**src/rtl/core/sbs_pkg.sv**
```systemverilog
`timescale 1ns / 1ps

package sbs_pkg;

	// Frame limits and field widths.
	localparam int MAX_READINGS = 256;
	localparam int READING_W    = 16;
	localparam int VALUE_W      = 15;
	localparam int CNT_W        = 9;
	localparam int SUM_W        = 24;
	localparam int INDEX_W      = 8;
	localparam int CFG_IDX_W    = 2;

	// Register reset values, 1/16 degree units.
	localparam logic signed [READING_W-1:0] NORMAL_MAX_RST   = 16'sd464;
	localparam logic signed [READING_W-1:0] WARNING_MAX_RST  = 16'sd704;
	localparam logic signed [READING_W-1:0] CRITICAL_MAX_RST = 16'sd944;
	localparam logic signed [READING_W-1:0] ALERT_MIN_RST    = 16'sd720;

	// Configuration register indexes.
	typedef enum logic [CFG_IDX_W-1:0] {
		REG_NORMAL_MAX   = 2'd0,
		REG_WARNING_MAX  = 2'd1,
		REG_CRITICAL_MAX = 2'd2,
		REG_ALERT_MIN    = 2'd3
	} sbs_reg_t;

	// Statistics of one frame, handed from the front to the back.
	typedef struct packed {
		logic [CNT_W-1:0]   errors;
		logic [CNT_W-1:0]   normal;
		logic [CNT_W-1:0]   warning;
		logic [CNT_W-1:0]   critical;
		logic [CNT_W-1:0]   shutdown;
		logic [CNT_W-1:0]   valid_cnt;
		logic [VALUE_W-1:0] low_mark;
		logic [VALUE_W-1:0] high_mark;
		logic [SUM_W-1:0]   sum;
		logic               alert_found;
		logic [INDEX_W-1:0] alert_index;
		logic [VALUE_W-1:0] alert_value;
	} sbs_frame_t;

	// Queue status seen by both sides.
	typedef struct packed {
		logic full;
		logic empty;
	} sbs_q_stat_t;

endpackage

```
**src/rtl/core/sbs_queue.sv**
```systemverilog
`timescale 1ns / 1ps

module sbs_queue import sbs_pkg::*; (
	input  logic        clk,
	input  logic        arst_n,
	input  logic        push,
	input  sbs_frame_t  push_frame,
	input  logic        pop,
	output sbs_frame_t  head,
	output sbs_q_stat_t q_stat
);

	sbs_frame_t entry_q [2];
	logic       wr_ptr_q;
	logic       rd_ptr_q;
	logic [1:0] count_q;

	assign head         = entry_q[rd_ptr_q];
	assign q_stat.full  = count_q == 2'd2;
	assign q_stat.empty = count_q == 2'd0;

	// Frame storage.
	always_ff @(posedge clk) begin
		if (push) entry_q[wr_ptr_q] <= push_frame;
	end

	// Pointers and fill count.
	always_ff @(posedge clk or negedge arst_n) begin
		if (!arst_n) begin
			wr_ptr_q <= 1'b0;
			rd_ptr_q <= 1'b0;
			count_q  <= 2'd0;
		end else begin
			if (push) wr_ptr_q <= !wr_ptr_q;
			if (pop)  rd_ptr_q <= !rd_ptr_q;
			case ({push, pop})
				2'b10:   count_q <= count_q + 2'd1;
				2'b01:   count_q <= count_q - 2'd1;
				default: count_q <= count_q;
			endcase
		end
	end

endmodule

```
**config.mk**
```make
export PLATFORM = sky130hd
export DESIGN_NAME = sbs_queue
export DESIGN_NICKNAME = d
export VERILOG_FILES = /design/src/rtl/core/sbs_pkg.sv /design/src/rtl/core/sbs_queue.sv
export SDC_FILE = /design/constraint.sdc
export NUM_CORES = 1
export LEC_CHECK = 0
export BUFFER_PORTS_ARGS = -buffer_cell sky130_fd_sc_hd__buf_2
export CORE_ASPECT_RATIO = 1.1
export CORE_MARGIN = 3
export CORE_UTILIZATION = 45
export DETAILED_ROUTE_END_ITERATION = 8
export GPL_ROUTABILITY_DRIVEN = 0
export PLACE_DENSITY = 0.7
export SLEW_MARGIN = 20
export SYNTH_ARGS = -nofsm -noshare
export SYNTH_HDL_FRONTEND = slang
export SYNTH_SLANG_ARGS = --single-unit
```
**constraint.sdc**
```tcl
create_clock -name clk -period 9.22 [get_ports clk]
set_input_delay 0.922 -clock clk [delete_from_list [all_inputs] [get_ports clk]]
set_output_delay 0.922 -clock clk [all_outputs]
set_load 0.01 [all_outputs]
```
Word level (Yosys, flattened, before mapping):

Memory sizes are Yosys's and may differ from the RTL's.
Index checks and enable logic that the tools add are counted.
Widths: inputs -> output; s select.

* add/sub/neg operators: 2
* equality and inequality tests: 3
* multiplexer cells: 3
* reduce and logical (&&, ||, !) cells: 4

Operators by type and width (count)
* $eq 2x2->1 const B: 2
* $pmux 2 s2: 1
* $add 2x1->2 const B: 1
* $eq 2x1->1 const B: 1
* $logic_not 1->1: 2
* $logic_not 2->1: 1
* $mux 1: 2
* $reduce_bool 2->1: 1
* $sub 2x1->2 const B: 1

* register bits after elaboration: 4
* RAM bits: 264
* input port bits: 136
* output and inout bits: 134
* word-level logic and storage cells: 16
* memories kept: 1

Memory list
* entry_q: depth 2, bits a word 132, read ports 1, clocked after memory_dff 0, wr ports 1, RTL line sbs_queue.sv:13 `sbs_frame_t entry_q [2];`

Depth between registers and ports, before layout:

Gate-level depths: netlist of the first run.

* word-level depth: 2
* mapped depth: 5
* depth with buffers taken out: 5

Worst setup path before layout of the first run:

No wires, ideal clock.

* path kind: input -> register
* start: input push
* end: memory entry_q[0][0] (netlist name) (enable)
* setup time: 0.628 ns
* data arrival time: 6.509 ns
* required time: 8.592 ns
* setup slack: 2.083 ns
* stages: 2
* buffers on the path: 0
* cell sequence: inv_1 > nor2_1

* longest elaborated chain between the ends: 2

Ends and longest elaborated chain
* start, declared: RTL line sbs_queue.sv:6 `input logic push,`
* $mux 1: RTL line sbs_queue.sv:24 `if (push) entry_q[wr_ptr_q] <= push_frame;`
* $mux 1 (not written as such): RTL line sbs_queue.sv:24
* end, declared: RTL line sbs_queue.sv:13

Every way passes these cells.

==> impl_metrics.json, run 1 <==
{
  "start_util_pct": 46.3,
  "drt_wl_total_mm": 18.9,
  "fin_skew_ns": 0.0173,
  "finalSetupViolCount": 0,
  "htree_levels": 1,
  "cts-resized-gates": 0,
  "ir_worst_vdd_mv": 0.226,
  "antenna_found_initial": 2,
  "grt_util_all_layers_pct": 15.1,
  "first_global_vias": 5368,
  "cts_tree": "built",
  "fill_cells": 1641,
  "layout-drive-gt1-share_pct": 61.7,
  "port_buffers": 269,
  "hold_violations": 0,
  "multi_input_area_sq_mm": 0.00184,
  "detail-route-antenna-nets": 0,
  "cp_cell_sequence": "buf_4 -> mux2_2 -> buf_2",
  "endpoint_kind": "primary output",
  "final_util_pct": 58.7,
  "startpoint_type": "flop",
  "crit_required_ns": 8.30,
  "die_area_sq_mm": 0.0240,
  "ys_ff_latch": 268,
  "tns_ns": 0,
  "synth.cell_area_sq_mm": 0.00999,
  "fp.dieH_microns": 162,
  "max_stage_delay_ns": 0.81,
  "netlist_instances": 427,
  "final-seq-area_sq_mm": 0.00803,
  "cts_made_buffers": 27,
  "die_x_microns": 148,
  "ff2ff_setup_slack_ns": 6.97,
  "min_path_type": "input port to asynchronous set/reset pin",
  "ys_seq_area_share_pct": 80.3,
  "io_pins": 270,
  "dp_hpwl_mm": 12.6,
  "postSynthAreaPerCell_sq_um": 23.4,
  "wl_per_cell_microns": 18.4,
  "r2r_start": "wr_ptr_q$_DFFE_PN0P_",
  "clockRootBuffer": "clkbuf_16",
  "areaGrowthSynthToFinish_pct": 26.7,
  "grt.overflow.total": 0,
  "dp_cells": 976,
  "crit_type": "flop to primary output",
  "clockBufferDepth": 3,
  "slew_headroom_pct": 34.3,
  "final_nets": 853,
  "post_cts_buffers": 0,
  "drt_iter0_drc": 222,
  "postCtsHoldBufs": 0,
  "status": "completed",
  "first_pass_iters": 4,
  "drv_cap": 0,
  "grt_max_degree": 82,
  "drc_errors": 0,
  "period_minus_slack_ns": 3.46,
  "rr_endpoint": "entry_q[1][85]$_DFFE_PP_",
  "instances_no_fill": 1028,
  "path_clk_slew_ns": 0.06,
  "cp_top_family": "buffers and inverters",
  "ys_warn_count": 0,
  "tightest_slew_ns": 0.985,
  "rsz0062_at_grt": "no",
  "syn_nets": 564,
  "power.density_mw_per_mm2": 318,
  "critPathBufInv": 2,
  "num_vias": 5041,
  "power_mw": 4.02,
  "worstPathArrival_ns": 2.53,
  "synth_cell_types": 13,
  "reg2reg_depth": 3,
  "cts.sinks": 268,
  "drt-vias-per-instance": 4.90,
  "path_max_fanout": 57,
  "fmax_mhz": 289,
  "clock_latency_ns": 0.52,
  "crit_slowest_cell": "buf_4",
  "rows": 56,
  "core_sq_mm": 0.0216,
  "post-route-period-util_pct": 37.5,
  "grt_pass1_wl_mm": 28.8,
  "drv_slew": 0,
  "p_leak_nw": 4.96
}
[Yosys cell counts]
master / instances / share of area, %
edfxtp_1: 264 / 79
buf_2: 6 / 0.30
buf_6: 9 / 1.0
nor2b_1: 1 / 0.063
and2_1: 1 / 0.063
xor2_1: 3 / 0.26
xnor2_1: 2 / 0.18
mux2_4: 70 / 11
mux2_2: 62 / 7.0
dfrtp_1: 4 / 1.0
nor2_1: 3 / 0.11
ha_1: 1 / 0.13
inv_1: 1 / 0.038
[worst register-to-register path, delay by kind of cell, from the launching register on]
kind	cells	cell delay, ns
buffers and inverters	2	0.78
AND/OR/NAND/NOR	1	0.65
flip-flops	1	0.44
[how the worst max path moves through the flow]
stage / startpoint / end / slack (ns) / depth (start not counted)
after floorplan: push / entry_q[0][0]$_DFFE_PP_ / 2.08 / 2
after global placement: push / entry_q[1][90]$_DFFE_PP_ / 6.18 / 3
after detailed placement: push / entry_q[1][94]$_DFFE_PP_ / 6.14 / 3
after CTS: rd_ptr_q$_DFFE_PN0P_ / head[24] / 5.73 / 3
after global routing: rd_ptr_q$_DFFE_PN0P_ / head[18] / 5.64 / 3
final: rd_ptr_q$_DFFE_PN0P_ / head[18] / 5.76 / 3
[report_power, final]
| part | internal [mW] | total (mW) | switching, mW |
|---|---|---|---|
| Combinational | 0.557 | 1.13 | 0.577 |
| Clock | 0.762 | 1.20 | 0.435 |
| Sequential | 1.62 | 1.69 | 0.0735 |
[stage by stage]
step | hold slack, ns | setup WS [ns] | instance area, sq um
final | 0.203 | 5.76 | 12700
after global routing | 0.185 | 5.64 | 12700
after CTS | 0.179 | 5.73 | 12600
after detailed placement | 0.483 | 6.14 | 11600
after global placement | 0.473 | 6.18 | 11600
after floorplan | 0.456 | 2.08 | 9990
[cell usage in the layout (no fill, tap or decap)]
master,count
nor2_1,2
clkinv_2,4
clkinvlp_4,3
buf_2,269
dfrtp_1,3
xor2_1,3
inv_6,1
inv_1,1
clkinv_4,2
clkbuf_1,2
nor2b_1,1
xnor2_1,2
buf_4,4
and2_4,1
buf_6,1
mux2_2,62
bufinv_16,8
edfxtp_1,264
dfrtp_4,1
nor2_4,1
mux2_4,70
ha_1,1
buf_16,1
clkinv_1,3
diode_2,1
clkbuf_16,27
[layout make-up]
type	count	share of cell area, %
diodes	1	0.0198
clock buffers	29	5.40
clock inverters	21	2.53
inverters	1	0.0297
multi-input cells	143	14.5
flip-flops and latches	268	63.4
well taps	290	2.87
repair buffers	275	11.2
[flip-flops by register name, indices dropped and copies added, names as in the netlist]
register	count
entry_q	264
count_q	2
rd_ptr_q	1
wr_ptr_q	1
[logic make-up after synthesis]
family | Yosys count | synth area share, %
adder cells (fa/ha/maj) | 1 | 0.125
flip-flops | 268 | 80.3
buffers and inverters | 16 | 1.35
AND/OR/NAND/NOR | 5 | 0.238
XOR/XNOR | 5 | 0.438
multiplexers | 132 | 17.5
[metal layers]
metal	GRT usage [%]	wire (microns)	up-vias
li1	-	-	2282
met1	18.5	7180	2485
met2	25.8	9470	227
met3	4.72	1820	43
met4	4.62	435	4
met5	0	19	-
No activity file was read; power rests on OpenSTA's default activity.
==> inputs of run 2 (changes only) <==
--- a/config.mk
+++ b/config.mk
@@ -11,7 +11,7 @@
 export CORE_UTILIZATION = 45
 export DETAILED_ROUTE_END_ITERATION = 8
 export GPL_ROUTABILITY_DRIVEN = 0
-export PLACE_DENSITY = 0.7
+export PLACE_DENSITY = 0.73
 export SLEW_MARGIN = 20
 export SYNTH_ARGS = -nofsm -noshare
 export SYNTH_HDL_FRONTEND = slang
==> constraint.sdc (replaced) <==
create_clock -name clk -period 2.8 [get_ports clk]
set_input_delay 0.28 -clock clk [delete_from_list [all_inputs] [get_ports clk]]
set_output_delay 0.28 -clock clk [all_outputs]
set_load 0.01 [all_outputs]
==> run 2 against run 1 <==
  * Flip-flop and latch count unchanged
  * Clock power rose to 2.9 times the previous value
  * Sequential share of layout area decreased by 6.1 points
  * Clock skew fell by 0.011 ns
  * Critical endpoint is now head[114]
  * Largest power group unchanged
  * Highest routed layer is now met4
==> impl_metrics.json, run 2 (synthesis gave the netlist of run 1 again) <==
{
  "rows": 56,
  "hold_violations": 0,
  "grt_util_all_layers_pct": 17.3,
  "antennaDiodeCount": 0,
  "post_cts_buffers": 0,
  "drt_iter0_drc": 219,
  "clock_latency_ns": 0.51,
  "port_buffers": 269,
  "die_area_sq_mm": 0.0240,
  "final_nets": 994,
  "postCtsHoldBufs": 135,
  "path_max_fanout": 40,
  "fp.dieH_microns": 162,
  "largest-register": "entry_q",
  "die_x_microns": 148,
  "period_minus_slack_ns": 2.47,
  "fmax_mhz": 405,
  "top_regs": "entry_q x264, count_q x2",
  "drt_wl_total_mm": 21.6,
  "endpoint_kind": "primary output",
  "core_sq_mm": 0.0216,
  "crit_required_ns": 2.52,
  "clockRootBuffer": "clkbuf_16",
  "slew_headroom_pct": 56.7,
  "layout-drive-gt1-share_pct": 51.5,
  "drt-vias-per-instance": 4.80,
  "first_global_vias": 6139,
  "finalSetupViolCount": 0,
  "tns_ns": 0,
  "ir_worst_vdd_mv": 0.541,
  "p_leak_nw": 5.52,
  "final_util_pct": 64.9,
  "cts_tree": "built",
  "detail-route-antenna-nets": 0,
  "first_pass_iters": 4,
  "post-route-period-util_pct": 88.3,
  "dp_hpwl_mm": 13.2,
  "antenna_found_initial": 0,
  "areaGrowthSynthToFinish_pct": 40.1,
  "drv_slew": 0,
  "startpoint_type": "flop",
  "grt_pass1_wl_mm": 32.9,
  "clockBufferDepth": 3,
  "num_vias": 5601,
  "grt_max_degree": 68,
  "worstPathArrival_ns": 2.19,
  "grt.overflow.total": 0,
  "htree_levels": 1,
  "largest_reg_flops": 264,
  "fin_skew_ns": 0.00640,
  "cts.sinks": 268,
  "drc_errors": 0,
  "wl_per_cell_microns": 18.5,
  "power.density_mw_per_mm2": 944,
  "cts-resized-gates": 0,
  "tightest_slew_ns": 0.649,
  "status": "completed",
  "rsz0062_at_grt": "no",
  "min_path_type": "input port to asynchronous set/reset pin",
  "io_pins": 270,
  "crit_type": "flop to primary output",
  "start_util_pct": 46.3,
  "drv_cap": 0,
  "cts_made_buffers": 27,
  "final_cell_mix": "269 x buf_2, 264 x edfxtp_1, 135 x dlygate4sd3_1",
  "power_mw": 13.2,
  "path_clk_slew_ns": 0.06,
  "final_common_cell": "buf_2"
}
## run 2: power by group
| part | internal, mW | switching [mW] |
|---|---|---|
| sequential | 5.32 | 0.337 |
| combinational | 2.08 | 1.94 |
| clock | 2.14 | 1.39 |
| total | 9.54 | 3.67 |
## run 2: path summary, 6_finish.rpt
check                                        from                  endpoint  slack, ns  cells after the start
setup / recovery             rd_ptr_q$_DFFE_PN0P_                 head[114]       0.33                      3
max in group asynchronous                  arst_n      rd_ptr_q$_DFFE_PN0P_       2.57                      2
setup reg to reg             wr_ptr_q$_DFFE_PN0P_  entry_q[1][98]$_DFFE_PP_       1.18                      2
hold reg to reg            count_q[1]$_DFFE_PN0P_    count_q[1]$_DFFE_PN0P_       0.55                      1
hold / removal                             arst_n    count_q[0]$_DFFE_PN0P_        0.1                      2
min in group clk                   push_frame[92]  entry_q[1][92]$_DFFE_PP_       0.48                      2
## run 2: per-layer routing
metal	global-route usage, %	vias up	share of wire, %	wire (microns)
li1	-	2563	-	-
met4	5.08	0	2.2	482
met5	0	-	0	0
met1	20.8	2766	39	8390
met2	31.2	231	51	11100
met3	4.19	41	7.4	1610
## run 2: layout make-up
type	count	area, sq um
inverter	1	3.75
fill	1440	7580
tap	290	363
clock inverter	15	174
multi-input combinational	143	1840
timing repair buffer	416	2890
sequential	268	8030
clock buffer	34	702
## run 2: stage by stage
stage          setup slack [ns]  cell area, sq um  cells  hold slack (ns)
6_report                  0.329             14000   1167           0.0959
5_1_grt                   0.225             14000   1167           0.0720
4_1_cts                   0.265             14000   1167           0.0688
3_5_place_dp              0.834             11800    983           0.0932
3_3_place_gp              0.864             11800    983           0.0888
2_1_floorplan            0.0191             10000    427          -0.0156
## run 2: worst max-delay path, stage by stage (launching register included)
cell     delay, ns
dfrtp_4       0.85
buf_4         0.34
mux2_4        0.33
buf_2         0.14
==> inputs of run 3 (changes only) <==
--- a/config.mk
+++ b/config.mk
@@ -6,7 +6,7 @@
 export NUM_CORES = 1
 export LEC_CHECK = 0
 export BUFFER_PORTS_ARGS = -buffer_cell sky130_fd_sc_hd__buf_2
-export CORE_ASPECT_RATIO = 1.1
+export CORE_ASPECT_RATIO = 1.2
 export CORE_MARGIN = 3
 export CORE_UTILIZATION = 45
 export DETAILED_ROUTE_END_ITERATION = 8
==> run 3 against run 2 <==
  * Worst setup slack gained 0.23 ns
  * Via count shrank 2.5%
  * Flip-flop and latch count is the same
  * Register-to-register slack is essentially flat
  * Clock skew grew 0.0046 ns
  * Design area shrank 1.1%
  * Clock power shrank 5%
  * Final cell count shrank 1.9%
  * Utilization shrank 1.3 points
  * Largest cell class unchanged
  * Largest power group unchanged
  * Highest routed layer unchanged
==> impl_metrics.json, run 3 (synthesis gave the netlist of run 1 again) <==
{
  "status": "completed",
  "cts.sinks": 268,
  "rows": 59,
  "path_max_fanout": 76,
  "postCtsHoldBufs": 135,
  "die_area_sq_mm": 0.0240,
  "areaGrowthSynthToFinish_pct": 38.6,
  "ff2ff_setup_slack_ns": 1.17,
  "fmax_mhz": 445,
  "layout-drive-gt1-share_pct": 51.4,
  "period_minus_slack_ns": 2.25,
  "rsz0062_at_grt": "no",
  "clockBufferDepth": 3,
  "drc_errors": 0,
  "min_path_type": "input port to asynchronous set/reset pin",
  "antenna_found_initial": 1,
  "largest-register": "entry_q",
  "fin_skew_ns": 0.0110,
  "drt_wl_total_mm": 20.3,
  "cts_tree": "built",
  "num_vias": 5462,
  "slew_headroom_pct": 47.5,
  "first_pass_iters": 4,
  "drt_iter0_drc": 196,
  "fill_cells": 1452,
  "cts-resized-gates": 0,
  "io_pins": 270,
  "ir_worst_vdd_mv": 0.718,
  "dpl_cell_area_sq_mm": 0.0117,
  "wl_per_cell_microns": 17.7,
  "endpoint_kind": "primary output",
  "dp_cells": 961,
  "worstPathArrival_ns": 1.97,
  "fp.dieH_microns": 169,
  "fin_area_sq_mm": 0.0138,
  "tns_ns": 0,
  "finalSetupViolCount": 0,
  "start_util_pct": 45.9,
  "die_x_microns": 142,
  "top_regs": "entry_q x264, count_q x2",
  "power.density_mw_per_mm2": 930,
  "dp_hpwl_mm": 12.3,
  "drt-vias-per-instance": 4.77,
  "final_nets": 987,
  "tightest_slew_ns": 0.788,
  "startpoint_type": "flop",
  "clockRootBuffer": "clkbuf_16",
  "clock_latency_ns": 0.52,
  "multi_input_area_sq_mm": 0.00184,
  "grt.overflow.total": 0,
  "crit_required_ns": 2.52,
  "first_global_vias": 5990,
  "crit_type": "flop to primary output",
  "hold_violations": 0,
  "final_common_cell": "buf_2",
  "detail-route-antenna-nets": 0,
  "core_sq_mm": 0.0218,
  "cts_made_buffers": 26,
  "grt_pass1_wl_mm": 31.0,
  "drv_cap": 0,
  "grt_util_all_layers_pct": 16.3,
  "post_cts_buffers": 0,
  "instances_no_fill": 1145,
  "port_buffers": 269,
  "post-route-period-util_pct": 80.2,
  "htree_levels": 1,
  "final_cell_mix": "269 x buf_2, 264 x edfxtp_1, 135 x dlygate4sd3_1",
  "final-seq-area_sq_mm": 0.00803,
  "p_leak_nw": 5.45,
  "path_clk_slew_ns": 0.06,
  "drv_slew": 0,
  "grt_max_degree": 80,
  "largest_reg_flops": 264
}
[run 3: changes by cell type in the layout (fill, tap and decap cells not counted), sizes merged]
cell / previous run / this run
inv: 2 / 1
clkinvlp: 1 / 3
diode: 0 / 1
clkbuf: 34 / 38
bufinv: 4 / 2
buf: 281 / 275
clkinv: 9 / 5
[run 3: worst paths after layout]
| path | startpoint | end | depth (start not counted) |
|---|---|---|---|
| min reg2reg | count_q[1]$_DFFE_PN0P_ | count_q[1]$_DFFE_PN0P_ | 1 |
| min in group clk | push_frame[116] | entry_q[0][116]$_DFFE_PP_ | 2 |
| max reg2reg | wr_ptr_q$_DFFE_PN0P_ | entry_q[1][89]$_DFFE_PP_ | 2 |
| max in group asynchronous | arst_n | rd_ptr_q$_DFFE_PN0P_ | 2 |
| min | arst_n | rd_ptr_q$_DFFE_PN0P_ | 2 |
| max | rd_ptr_q$_DFFE_PN0P_ | head[17] | 3 |
[run 3: layout make-up]
| class | count | share of cell area [%] |
|---|---|---|
| Clock inverter | 10 | 0.768 |
| Clock buffer | 38 | 5.25 |
| Multi-Input combinational cell | 143 | 13.3 |
| Timing Repair Buffer | 410 | 20.2 |
| Tap cell | 274 | 2.48 |
| Inverter | 1 | 0.0271 |
| Antenna cell | 1 | 0.0181 |
| Sequential cell | 268 | 58.0 |
[run 3: where the power goes]
group / total (mW) / internal [mW] / switching (mW) / leakage (nW)
Clock: 3.37 / 1.99 / 1.38 / 0.398
Sequential: 5.53 / 5.33 / 0.204 / 2.52
Combinational: 3.98 / 1.98 / 2.00 / 2.53
[run 3: through the flow]
| step | total power [mW] | setup WS [ns] | utilization (%) | hold WS [ns] |
|---|---|---|---|---|
| after floorplan | 8.19 | 0.0191 | - | -0.0156 |
| after global placement | 9.37 | 1.14 | 53.5 | 0.0859 |
| after detailed placement | 9.48 | 1.13 | 53.5 | 0.0904 |
| after CTS | 13.0 | 0.562 | 63.6 | 0.0867 |
| after global routing | 13.5 | 0.498 | 63.6 | 0.120 |
| final | 12.9 | 0.554 | 63.6 | 0.112 |
[run 3: layer usage]
metal	track usage (%)	part of all wire, %	wire length (microns)
met1	18.6	36	7400
met2	29.3	53	10700
met3	4.45	7.6	1530
met4	5.68	3.2	646
met5	0	0	0
[run 3: worst max-delay path, cell delays in order (launching register included)]
cell and delay [ns]:
dfrtp_4 0.44, buf_12 0.34, mux2_2 0.41, buf_2 0.15
